File: src/ubdc_pkg.sv
`timescale 1ns / 1ps
// ----------------------------------------------------------------------------
// ubdc_pkg
// Shared types, constants and code mapping for the baud divisor calculator.
// ----------------------------------------------------------------------------
package ubdc_pkg;

  localparam int unsigned DIV_FIELD_MAX = 65535;
  localparam int unsigned NUM_MAX       = DIV_FIELD_MAX * 7;
  localparam int unsigned CLK_RESET     = 80000000;
  localparam int unsigned TOL_DIVISOR   = 100;

  // divider quotient/dividend register width and narrow-mode length
  localparam int unsigned DQ_W     = 64;
  localparam int unsigned DV_W     = 40;
  localparam int unsigned NARROW_W = 40;

  localparam logic [2:0] CODE_DIV1 = 3'h5;
  localparam logic [2:0] CODE_DIV2 = 3'h4;
  localparam logic [2:0] CODE_DIV3 = 3'h3;
  localparam logic [2:0] CODE_DIV4 = 3'h2;
  localparam logic [2:0] CODE_DIV5 = 3'h1;
  localparam logic [2:0] CODE_DIV6 = 3'h0;
  localparam logic [2:0] CODE_DIV7 = 3'h6;

  typedef enum logic [4:0] {
    S_IDLE,
    S_WAIT,
    S_G1,
    S_G1R,
    S_N1R,
    S_D1R,
    S_MR,
    S_NR,
    S_SN,
    S_SD,
    S_PD,
    S_PDR,
    S_G2,
    S_G2R,
    S_TN,
    S_TD,
    S_MUL,
    S_EST,
    S_TOL,
    S_OUT
  } state_t;

  function automatic logic [2:0] prediv_code(input logic [2:0] d);
    logic [2:0] c;
    case (d)
      3'd1:    c = CODE_DIV1;
      3'd2:    c = CODE_DIV2;
      3'd3:    c = CODE_DIV3;
      3'd4:    c = CODE_DIV4;
      3'd5:    c = CODE_DIV5;
      3'd6:    c = CODE_DIV6;
      3'd7:    c = CODE_DIV7;
      default: c = CODE_DIV1;
    endcase
    return c;
  endfunction

endpackage

File: src/uart_baud_divisor_calculator_unit.sv
`timescale 1ns / 1ps
// ----------------------------------------------------------------------------
// uart_baud_divisor_calculator_unit
// Computes fractional baud divider settings with a shared bit-serial divider.
// ----------------------------------------------------------------------------
//  channel  | handshake             | payload
//  input    | start / busy          | in_baud_rate
//  result   | out_valid (strobe)    | out_accepted, out_prediv_code,
//           |                       | out_increment_value, out_modulator_value
//  config   | cfg_valid / cfg_ready | cfg_source_clock_hz
//
// One transaction at a time. Each division runs 1 bit per cycle over 40
// quotient bits (64 for the final estimate). Two Euclid loops dominate
// the run time. A zero baud rate or a zero source clock is answered in
// the cycle after start. Reset is synchronous and sets the source clock
// to 80 MHz. The receiver cannot stall results.
module uart_baud_divisor_calculator_unit
  import ubdc_pkg::*;
(
  input  logic        clk,
  input  logic        rst_n,
  input  logic        start,
  output logic        busy,
  input  logic [23:0] in_baud_rate,
  output logic        out_valid,
  output logic        out_accepted,
  output logic [2:0]  out_prediv_code,
  output logic [15:0] out_increment_value,
  output logic [15:0] out_modulator_value,
  input  logic        cfg_valid,
  output logic        cfg_ready,
  input  logic [31:0] cfg_source_clock_hz
);

  state_t state_r, state_nxt, ret_r, ret_nxt;

  logic [31:0] clk_hz_r;
  logic [23:0] baud_r, baud_nxt;
  logic [35:0] a_r, a_nxt, b_r, b_nxt;
  logic [31:0] num_r, num_nxt, tnum_r, tnum_nxt;
  logic [27:0] den_r, den_nxt, mp_r, mp_nxt;
  logic [15:0] m_r, m_nxt;
  logic [2:0]  pd_r, pd_nxt;
  logic [35:0] tden_r, tden_nxt;
  logic [59:0] mc_r, mc_nxt, prod_r, prod_nxt;

  logic        ov_r, ov_nxt, oa_r, oa_nxt;
  logic [2:0]  oc_r, oc_nxt;
  logic [15:0] oi_r, oi_nxt, om_r, om_nxt;

  // serial divider
  logic [DQ_W-1:0] dq_r;
  logic [DV_W-1:0] rm_r, dv_r, dstep, dsub;
  logic [6:0]      dcnt_r;
  logic            dbusy_r, dge;
  logic            div_go, div_wide;
  logic [DQ_W-1:0] div_a;
  logic [DV_W-1:0] div_b;

  logic [59:0] est;
  logic [19:0] tol;
  logic [15:0] mx;

  assign dstep = {rm_r[DV_W-2:0], dq_r[DQ_W-1]};
  assign dge   = (dstep >= dv_r);
  assign dsub  = dstep - dv_r;

  always_ff @(posedge clk) begin
    if (!rst_n) begin
      dbusy_r <= 1'b0;
      dcnt_r  <= '0;
    end else if (div_go) begin
      dbusy_r <= 1'b1;
      dcnt_r  <= div_wide ? 7'(DQ_W) : 7'(NARROW_W);
    end else if (dbusy_r) begin
      dcnt_r <= dcnt_r - 7'd1;
      if (dcnt_r == 7'd1) dbusy_r <= 1'b0;
    end
  end

  always_ff @(posedge clk) begin
    if (div_go) begin
      dq_r <= div_wide ? div_a : (div_a << (DQ_W - NARROW_W));
      rm_r <= '0;
      dv_r <= div_b;
    end else if (dbusy_r) begin
      dq_r <= {dq_r[DQ_W-2:0], dge};
      rm_r <= dge ? dsub : dstep;
    end
  end

  always_ff @(posedge clk) begin
    if (!rst_n) begin
      state_r  <= S_IDLE;
      ret_r    <= S_IDLE;
      clk_hz_r <= 32'(CLK_RESET);
      ov_r     <= 1'b0;
    end else begin
      state_r <= state_nxt;
      ret_r   <= ret_nxt;
      ov_r    <= ov_nxt;
      if (cfg_valid && cfg_ready) clk_hz_r <= cfg_source_clock_hz;
    end
  end

  always_ff @(posedge clk) begin
    baud_r <= baud_nxt;
    a_r    <= a_nxt;
    b_r    <= b_nxt;
    num_r  <= num_nxt;
    den_r  <= den_nxt;
    m_r    <= m_nxt;
    pd_r   <= pd_nxt;
    tnum_r <= tnum_nxt;
    tden_r <= tden_nxt;
    mc_r   <= mc_nxt;
    mp_r   <= mp_nxt;
    prod_r <= prod_nxt;
    oa_r   <= oa_nxt;
    oc_r   <= oc_nxt;
    oi_r   <= oi_nxt;
    om_r   <= om_nxt;
  end

  assign est = dq_r[59:0];
  assign tol = {1'b0, dq_r[17:0], 1'b0} + {2'b0, dq_r[17:0]};
  assign mx  = (m_r > (dq_r[15:0] + 16'd1)) ? m_r : (dq_r[15:0] + 16'd1);

  always_comb begin
    state_nxt = state_r;
    ret_nxt   = ret_r;
    baud_nxt  = baud_r;
    a_nxt     = a_r;
    b_nxt     = b_r;
    num_nxt   = num_r;
    den_nxt   = den_r;
    m_nxt     = m_r;
    pd_nxt    = pd_r;
    tnum_nxt  = tnum_r;
    tden_nxt  = tden_r;
    mc_nxt    = mc_r;
    mp_nxt    = mp_r;
    prod_nxt  = prod_r;
    ov_nxt    = 1'b0;
    oa_nxt    = oa_r;
    oc_nxt    = oc_r;
    oi_nxt    = oi_r;
    om_nxt    = om_r;
    div_go    = 1'b0;
    div_wide  = 1'b0;
    div_a     = '0;
    div_b     = '0;

    case (state_r)
      S_IDLE: begin
        if (start) begin
          baud_nxt = in_baud_rate;
          if (in_baud_rate == 24'd0 || clk_hz_r == 32'd0) begin
            ov_nxt = 1'b1;
            oa_nxt = 1'b0;
            oc_nxt = '0;
            oi_nxt = '0;
            om_nxt = '0;
          end else begin
            a_nxt     = {4'b0, clk_hz_r};
            b_nxt     = {8'b0, in_baud_rate, 4'b0};
            state_nxt = S_G1;
          end
        end
      end
      S_WAIT: begin
        if (!dbusy_r) state_nxt = ret_r;
      end
      S_G1, S_G2: begin
        if (b_r == 36'd0) begin
          div_go    = 1'b1;
          div_a     = {32'b0, clk_hz_r};
          div_b     = {4'b0, a_r};
          ret_nxt   = (state_r == S_G1) ? S_N1R : S_TN;
          state_nxt = S_WAIT;
        end else begin
          div_go    = 1'b1;
          div_a     = {28'b0, a_r};
          div_b     = {4'b0, b_r};
          ret_nxt   = (state_r == S_G1) ? S_G1R : S_G2R;
          state_nxt = S_WAIT;
        end
      end
      S_G1R, S_G2R: begin
        a_nxt     = b_r;
        b_nxt     = rm_r[35:0];
        state_nxt = (state_r == S_G1R) ? S_G1 : S_G2;
      end
      S_N1R: begin
        num_nxt   = dq_r[31:0];
        div_go    = 1'b1;
        div_a     = {36'b0, baud_r, 4'b0};
        div_b     = {4'b0, a_r};
        ret_nxt   = S_D1R;
        state_nxt = S_WAIT;
      end
      S_D1R: begin
        den_nxt = dq_r[27:0];
        if (num_r > 32'(NUM_MAX) || dq_r[27:0] > 28'(DIV_FIELD_MAX)) begin
          div_go    = 1'b1;
          div_a     = {32'b0, num_r - 32'd1};
          div_b     = DV_W'(NUM_MAX);
          ret_nxt   = S_MR;
          state_nxt = S_WAIT;
        end else begin
          state_nxt = S_PD;
        end
      end
      S_MR: begin
        m_nxt     = dq_r[15:0] + 16'd1;
        div_go    = 1'b1;
        div_a     = {36'b0, den_r - 28'd1};
        div_b     = DV_W'(DIV_FIELD_MAX);
        ret_nxt   = S_NR;
        state_nxt = S_WAIT;
      end
      S_NR: begin
        // dq holds n - 1 here; compare against m using n
        m_nxt     = mx;
        div_go    = 1'b1;
        div_a     = {32'b0, num_r};
        div_b     = {24'b0, mx};
        ret_nxt   = S_SN;
        state_nxt = S_WAIT;
      end
      S_SN: begin
        num_nxt   = (dq_r[31:0] == 32'd0) ? 32'd1 : dq_r[31:0];
        div_go    = 1'b1;
        div_a     = {36'b0, den_r};
        div_b     = {24'b0, m_r};
        ret_nxt   = S_SD;
        state_nxt = S_WAIT;
      end
      S_SD: begin
        den_nxt   = (dq_r[27:0] == 28'd0) ? 28'd1 : dq_r[27:0];
        state_nxt = S_PD;
      end
      S_PD: begin
        div_go    = 1'b1;
        div_a     = {32'b0, num_r - 32'd1};
        div_b     = DV_W'(DIV_FIELD_MAX);
        ret_nxt   = S_PDR;
        state_nxt = S_WAIT;
      end
      S_PDR: begin
        pd_nxt    = dq_r[2:0] + 3'd1;
        a_nxt     = {4'b0, clk_hz_r};
        b_nxt     = {num_r, 4'b0};
        state_nxt = S_G2;
      end
      S_TN: begin
        tnum_nxt  = dq_r[31:0];
        div_go    = 1'b1;
        div_a     = {28'b0, num_r, 4'b0};
        div_b     = {4'b0, a_r};
        ret_nxt   = S_TD;
        state_nxt = S_WAIT;
      end
      S_TD: begin
        tden_nxt  = dq_r[35:0];
        mc_nxt    = {28'b0, tnum_r};
        mp_nxt    = den_r;
        prod_nxt  = '0;
        state_nxt = S_MUL;
      end
      S_MUL: begin
        // shift-add multiply, one multiplier bit per cycle
        if (mp_r == 28'd0) begin
          div_go    = 1'b1;
          div_wide  = 1'b1;
          div_a     = {4'b0, prod_r};
          div_b     = {4'b0, tden_r};
          ret_nxt   = S_EST;
          state_nxt = S_WAIT;
        end else begin
          if (mp_r[0]) prod_nxt = prod_r + mc_r;
          mc_nxt = {mc_r[58:0], 1'b0};
          mp_nxt = {1'b0, mp_r[27:1]};
        end
      end
      S_EST: begin
        prod_nxt  = (est >= {36'b0, baud_r}) ? (est - {36'b0, baud_r})
                                            : ({36'b0, baud_r} - est);
        div_go    = 1'b1;
        div_a     = {40'b0, baud_r};
        div_b     = DV_W'(TOL_DIVISOR);
        ret_nxt   = S_TOL;
        state_nxt = S_WAIT;
      end
      S_TOL: begin
        if (prod_r < {40'b0, tol}) begin
          div_go    = 1'b1;
          div_a     = {32'b0, num_r};
          div_b     = {37'b0, pd_r};
          ret_nxt   = S_OUT;
          state_nxt = S_WAIT;
        end else begin
          ov_nxt    = 1'b1;
          oa_nxt    = 1'b0;
          oc_nxt    = '0;
          oi_nxt    = '0;
          om_nxt    = '0;
          state_nxt = S_IDLE;
        end
      end
      S_OUT: begin
        ov_nxt    = 1'b1;
        oa_nxt    = 1'b1;
        oc_nxt    = prediv_code(pd_r);
        oi_nxt    = den_r[15:0] - 16'd1;
        om_nxt    = dq_r[15:0] - 16'd1;
        state_nxt = S_IDLE;
      end
      default: state_nxt = S_IDLE;
    endcase
  end

  assign busy                = (state_r != S_IDLE);
  assign cfg_ready           = (state_r == S_IDLE);
  assign out_valid           = ov_r;
  assign out_accepted        = oa_r;
  assign out_prediv_code     = oc_r;
  assign out_increment_value = oi_r;
  assign out_modulator_value = om_r;

endmodule

File: config.mk
export PLATFORM = sky130hd
export DESIGN_NAME = uart_baud_divisor_calculator_unit
export DESIGN_NICKNAME = d
export VERILOG_FILES = /design/src/ubdc_pkg.sv /design/src/uart_baud_divisor_calculator_unit.sv
export SDC_FILE = /design/constraint.sdc
export NUM_CORES = 2
export LEC_CHECK = 0
export BUFFER_PORTS_ARGS = -buffer_cell sky130_fd_sc_hd__buf_4
export CORE_MARGIN = 2
export CORE_UTILIZATION = 46
export DETAILED_ROUTE_END_ITERATION = 8
export GPL_TIMING_DRIVEN = 0
export PLACE_DENSITY = 0.65
export SYNTH_ARGS = -nofsm -noshare
export SYNTH_HDL_FRONTEND = slang
export SYNTH_SLANG_ARGS = --single-unit
File: constraint.sdc
create_clock -name clk -period 9.9 [get_ports clk]
set_clock_uncertainty 0.05 [all_clocks]
set_input_delay 0.495 -clock clk [delete_from_list [all_inputs] [get_ports clk]]
set_output_delay 0.495 -clock clk [all_outputs]
set_load 0.05 [all_outputs]
# == Yosys cells after proc, flatten, opt, wreduce, memory -nomap -nowiden ==
# Index checks and enable logic that the tools add are counted.
# word_totals
elab_cells,189
reg_bits,617
inputBits,60
out_inout_bits,39
# op_classes
n_eq_ne,36
magnitude_cmp,6
addsub,12
muxes,78
reduce_logical,32
# op_table
cell,count
60-bit one-hot mux with 11 select lines,1
36-bit one-hot mux with 9 select lines,1
60-bit two-way mux,5
36-bit two-way mux,7
36-bit one-hot mux with 3 select lines,2
64-bit two-way mux,3
60-bit one-hot mux with 3 select lines,1
60-bit one-hot mux with 2 select lines,1
28-bit one-hot mux with 2 select lines,2
32-bit two-way mux,3
16-bit one-hot mux with 3 select lines,2
32-bit logical NOT,2
16-bit two-way mux,4
32-bit one-hot mux with 2 select lines,1
60-bit adder,1
60-bit by 24-bit >= comparator with 1-bit output,1
60-bit by 20-bit < comparator with 1-bit output,1
24-bit by 60-bit subtractor with 60-bit output,1
60-bit by 24-bit subtractor with 60-bit output,1
28-bit logical NOT,2
28-bit two-way mux,2
5-bit one-hot mux with 11 select lines,1
5-bit one-hot mux with 10 select lines,1
"5-bit by 4-bit == test with 1-bit output, second input constant",8
other kinds (47),110

# == Logic depth before layout (Yosys ltp) ==
# depth
word_depth,6
ltp_mapped,24
depth_no_buf,21

# == Worst setup path before layout ==
# No wires, ideal clock.
# synth_path
path_kind,register -> register
startpoint,register state_r[3]
endpoint,register a_r[0] (enable)
setup_time_ns,0.611
synth_period_minus_slack_ns,8.874
n_path_buf,1
slack_ns,1.026
required_ns,9.239
stages_incl_launch_ff,6
arrival_ns,8.214
cell_sequence,dfxtp_1 > clkbuf_1 > or3_1 > nor3_1 > inv_1 > a21boi_0
# synth_between
word_cells_on_any_way,9
classes_between,eq/ne (5); reduce/logical (4)
# synth_lines
item,line_no,rtl
from (decl),uart_baud_divisor_calculator_unit.sv:35,"state_t state_r, state_nxt, ret_r, ret_nxt;"
from (signal assigned),uart_baud_divisor_calculator_unit.sv:99,state_r <= state_nxt;
5-bit logical NOT *,--,
net cfg_ready,uart_baud_divisor_calculator_unit.sv:31,"output logic cfg_ready,"
2-bit inequality test (no line) or 3-bit nonzero test (tied branches),--,
3-bit AND reduction (no line) *,--,
to (signal assigned),uart_baud_divisor_calculator_unit.sv:108,a_r <= a_nxt;
to (decl),uart_baud_divisor_calculator_unit.sv:39,"logic [35:0] a_r, a_nxt, b_r, b_nxt;"
# Mark *: on every way through the listed nets, which the timed path passes. The rest lies on a longest branch.
# A chain may end at the register's enable or synchronous reset.

# == Worst setup path in the final report ==
# layout_path
startpoint,register dq_r[1]
endpoint,"register dq_r[24], data pin"
# layout_between
elab_chain_cells,6
word_cells_on_any_way,12
classes_between,add/sub (1); order compare (2); mux (8); reduce/logical (1)
# layout_rtl
item,line_no,rtl
from (decl),uart_baud_divisor_calculator_unit.sv:52,logic [DQ_W-1:0] dq_r;
from (signal assigned),uart_baud_divisor_calculator_unit.sv:83,dq_r <= div_wide ? div_a : (div_a << (DQ_W - NARROW_W));
from (signal assigned),uart_baud_divisor_calculator_unit.sv:87,"dq_r <= {dq_r[DQ_W-2:0], dge};"
19-bit by 18-bit adder with 20-bit output or 28-bit by 16-bit > comparator with 1-bit output (tied branches),"uart_baud_divisor_calculator_unit.sv:126, uart_baud_divisor_calculator_unit.sv:204",
60-bit by 20-bit < comparator with 1-bit output or 1-bit logical OR (tied branches),"uart_baud_divisor_calculator_unit.sv:296, uart_baud_divisor_calculator_unit.sv:204",
"32-bit two-way mux, on equally long branches","uart_baud_divisor_calculator_unit.sv:296, uart_baud_divisor_calculator_unit.sv:204",
60-bit one-hot mux with 11 select lines,uart_baud_divisor_calculator_unit.sv:154,case (state_r)
64-bit two-way mux,uart_baud_divisor_calculator_unit.sv:83,
64-bit two-way mux *,uart_baud_divisor_calculator_unit.sv:82,if (div_go) begin
# Mark *: on every way between the ends. The rest lies on a longest branch, timed or not.

==> impl_results.md <==
* H-tree levels at 3
* Post-Place Cell Area at between 40000 and 50000 um2
* Hold Path Class: primary input to flop
* Setup crit start kind: flop
* Crit path required time at around 10 ns
* CTS tree: yes
* Setup CP Type: flop to flop
* DIE WIDTH at 296.5 um
* Syn avg cell area at 9.492 um2
* Global Route Usage Sum at 0.3663
* Post-route cell area at approximately 44000 um2
* Area share of the largest cell type after synthesis at 0.4021
* Setup violators final at 0
* Die height at about 300 um
* Yosys reg bits at 617
* Slew headroom at 0.01894
* Minimum clock period at 8.595 ns
* Pleak at roughly 17 nW
* # DRC at 0
* Crit-path max FO at 10
* Share of layout cells above drive strength 1 at 0.07911
* Die area at 87910 um2
* Commonest cells in the synthesized netlist: edfxtp_1, nand2_1, nor2_1
* 1st-iter DRT viols at between 5000 and 6000
* Max-cap violations at 1
* Fin. max-slew vios at 0
* Layout area overhead at 12.52%
* PortBufs at just under 100
* Routed Antenna Nets at 0
* Max Freq at around 0.12 GHz
* Clock buffer depth at 3
* Combinational cell fraction of total power at 0.351
* Num CTS Buffers at between 70 and 80
* Post-layout util at 0.5209
* Initial antenna violation count at 3
* Hold Fails Final Rpt at 0
* Routability cong. at approximately 1.0
* IO Pins at 99
* Post-Syn Instances at around 4100
* Syn nets at 4431
* Core area at ~85000 um2
* Post-layout net count at 4625
* Overall power at ~9.8 mW
* First-pass GRT wire length at about 230000 um
* Sw frac at 0.3905
* Prevailing post-synth register cell: edfxtp_1
* Clk root buf: clkbuf_16
* Post-synth EDFFs at around 530
* Measured slew at the worst slew-check pin at roughly 1.5 ns
* Outcome: complete, but fails checks
* Most common cell in the netlist: edfxtp_1
* Async S/R FF share, synth at 0
* Distinct cells, synth at between 90 and 100
* Maximum vdd ir drop at roughly 0.13 mV
* Synth area leaders: edfxtp_1, ha_1, nand2_1
* Power Dens Cells at approximately 220 nW/um2
* Unrepaired setup endpoints after global routing: no
* Latest clock arrival within the worst-skew pair at about 0.67 ns
* Largest net degree at the start of global routing at 62
* Mapped cell area at 39360 um2
* Crit end category: flop
* Net load switching power at approximately 3.8 mW
* Failing checks: capacitance limit
* Pint at 5.984 mW
* WL/cell at a little under 30 um
* WP data arrival at approximately 9 ns
* Vias at roughly 37000
* Drt total wl at ~160000 um
* Area leader, netlist: edfxtp_1
* TritonCTS Sinks at between 600 and 700
* Via density at about 6.6
* Final WS setup at roughly 1.3 ns
* Worst slack, placed at about 1.9 ns
* Initial Utilization at 0.4629
* Row cnt at approximately 110
* Number of global-route vias before repair at around 33000
* Resized cells post-CTS at 0
* Final period utilization at 0.8682
* DR pass1 iterations at 9
* Grt ovf at 0
* DP Wirelength at between 100000 and 150000 um
* Ys Warns at 0
* Flop pwr share at 0.374
* Clock share of power at 0.276
* Seq/Total Area, Yosys at 0.4479
* Clock Pin Slew Worst Setup and Hold Paths at ~0.070 ns
-- per-stage QoR --
stage	instances	setup TNS [ns]	hold WS (ns)
floorplan	4146	0	0.3865
global placement	5387	-126.41	0.4111
detailed placement	5404	0	0.4234
CTS	5543	0	0.001554
global route	5543	0	0.01135
finish	5548	0	0.01751
-- critical path: stages, from the launching register on --
cell,delay (ns)
edfxtp_1,0.66
ha_1,0.43
fa_1,0.44
a21o_1,0.18
a21oi_1,0.22
o21bai_1,0.10
a21oi_1,0.23
o21ai_0,0.23
a2111oi_0,0.53
nor2_1,0.16
a21o_1,0.25
a21o_1,0.22
a21oi_1,0.21
ha_1,0.32
nand3_1,0.15
o21ai_0,0.25
nor4_1,0.90
o21a_1,0.25
clkbuf_1,0.47
clkbuf_1,0.69
clkbuf_1,0.80
o21ai_0,0.43
a31oi_1,0.25
-- path summary, 6_finish.rpt --
path | slack [ns] | endpoint | depth (start not counted) | from
setup / recovery | 1.31 | dq_r[24] | 22 | dq_r[1]
hold / removal | 0.02 | clk_hz_r[26] | 3 | cfg_source_clock_hz[26]
setup reg to reg | 1.31 | dq_r[24] | 22 | dq_r[1]
hold reg to reg | 0.44 | ret_r[4] | 2 | ret_r[4]
-- final cells by class --
type / count / area [um2]
Antenna cell: 5 / 12.51
Buffer: 270 / 1049
Clock buffer: 85 / 1871
Clock inverter: 48 / 442.9
Fill cell: 7898 / 40730
Inverter: 171 / 641.9
Multi-Input combinational cell: 3088 / 20110
Sequential cell: 617 / 17630
Tap cell: 1144 / 1431
Timing Repair Buffer: 120 / 1099
-- power by group through the flow --
stage                     Sequential, mW  Clock [mW]  Combinational (mW)
after floorplan                     3.46           0                2.34
after global placement              3.73           0                3.25
after detailed placement            3.70           0                3.32
after CTS                           3.65        2.71                3.34
after global routing                3.67        2.81                3.72
final                               3.67        2.71                3.44
-- placed cells by master (no fill, tap or decap), types with 19 or more instances in the layout --
| cell type | synthesis | routed |
|---|---|---|
| a211oi_1 | 44 | 44 |
| a21boi_0 | 38 | 37 |
| a21o_1 | 72 | 72 |
| a21oi_1 | 286 | 286 |
| a221oi_1 | 23 | 23 |
| a222oi_1 | 53 | 53 |
| a22oi_1 | 47 | 47 |
| a31oi_1 | 36 | 36 |
| and2_1 | 30 | 29 |
| and3_1 | 53 | 53 |
| buf_1 | 22 | 21 |
| buf_4 | 1 | 99 |
| clkbuf_1 | 229 | 239 |
| clkbuf_16 | 0 | 72 |
| dfxtp_1 | 90 | 90 |
| edfxtp_1 | 527 | 527 |
| ha_1 | 220 | 220 |
| inv_1 | 168 | 168 |
| mux2_2 | 56 | 56 |
| mux2i_1 | 60 | 60 |
| nand2_1 | 518 | 518 |
| nand2b_1 | 36 | 33 |
| nand3_1 | 83 | 83 |
| nand4_1 | 48 | 48 |
| nor2_1 | 327 | 325 |
| nor2b_1 | 38 | 38 |
| nor3_1 | 107 | 106 |
| nor4_1 | 72 | 71 |
| o211ai_1 | 24 | 24 |
| o21a_1 | 27 | 27 |
| o21ai_0 | 196 | 196 |
| o21bai_1 | 22 | 22 |
| o22ai_1 | 64 | 64 |
| o31ai_1 | 50 | 50 |
| or3_1 | 28 | 28 |
| or4_1 | 19 | 19 |
| xnor2_1 | 145 | 145 |
| xor2_1 | 75 | 75 |
-- registers in the layout, summed over array words and instances, names as in the netlist, 5 cells and up --
name / count
dq_r: 64
baud_r: 24
tnum_r: 32
dv_r: 36
den_r: 28
clk_hz_r: 32
rm_r: 39
mp_r: 28
m_r: 16
state_r: 5
mc_r: 60
a_r: 36
out_modulator_value: 16
num_r: 32
dcnt_r: 7
tden_r: 36
ret_r: 5
b_r: 36
out_increment_value: 16
prod_r: 60
-- cells by family after synthesis --
logic type               share of synthesized area
XOR/XNOR                                   0.04896
multiplexers                               0.03128
flip-flops                                  0.4479
adder cells (fa/ha/maj)                    0.07274
buffers and inverters                      0.04289
AO/OA/AOI/OAI                               0.1878
AND/OR/NAND/NOR                             0.1684
-- routing by layer --
| metal | part of all wire | vias up | GRT usage |
|---|---|---|---|
| li1 | - | 15880 | - |
| met5 | 0.00077 | - | 0 |
| met3 | 0.11 | 461 | 0.07920 |
| met2 | 0.42 | 2397 | 0.5328 |
| met4 | 0.058 | 6 | 0.1867 |
| met1 | 0.41 | 17810 | 0.5128 |
-- what timing repair did --
action,CTS,global route
hold buffers,6,0
setup buffers,0,0
hold endpoints to repair,6,0
endpoints found under the setup margin,0,0
(Power assumes the default switching activity.)
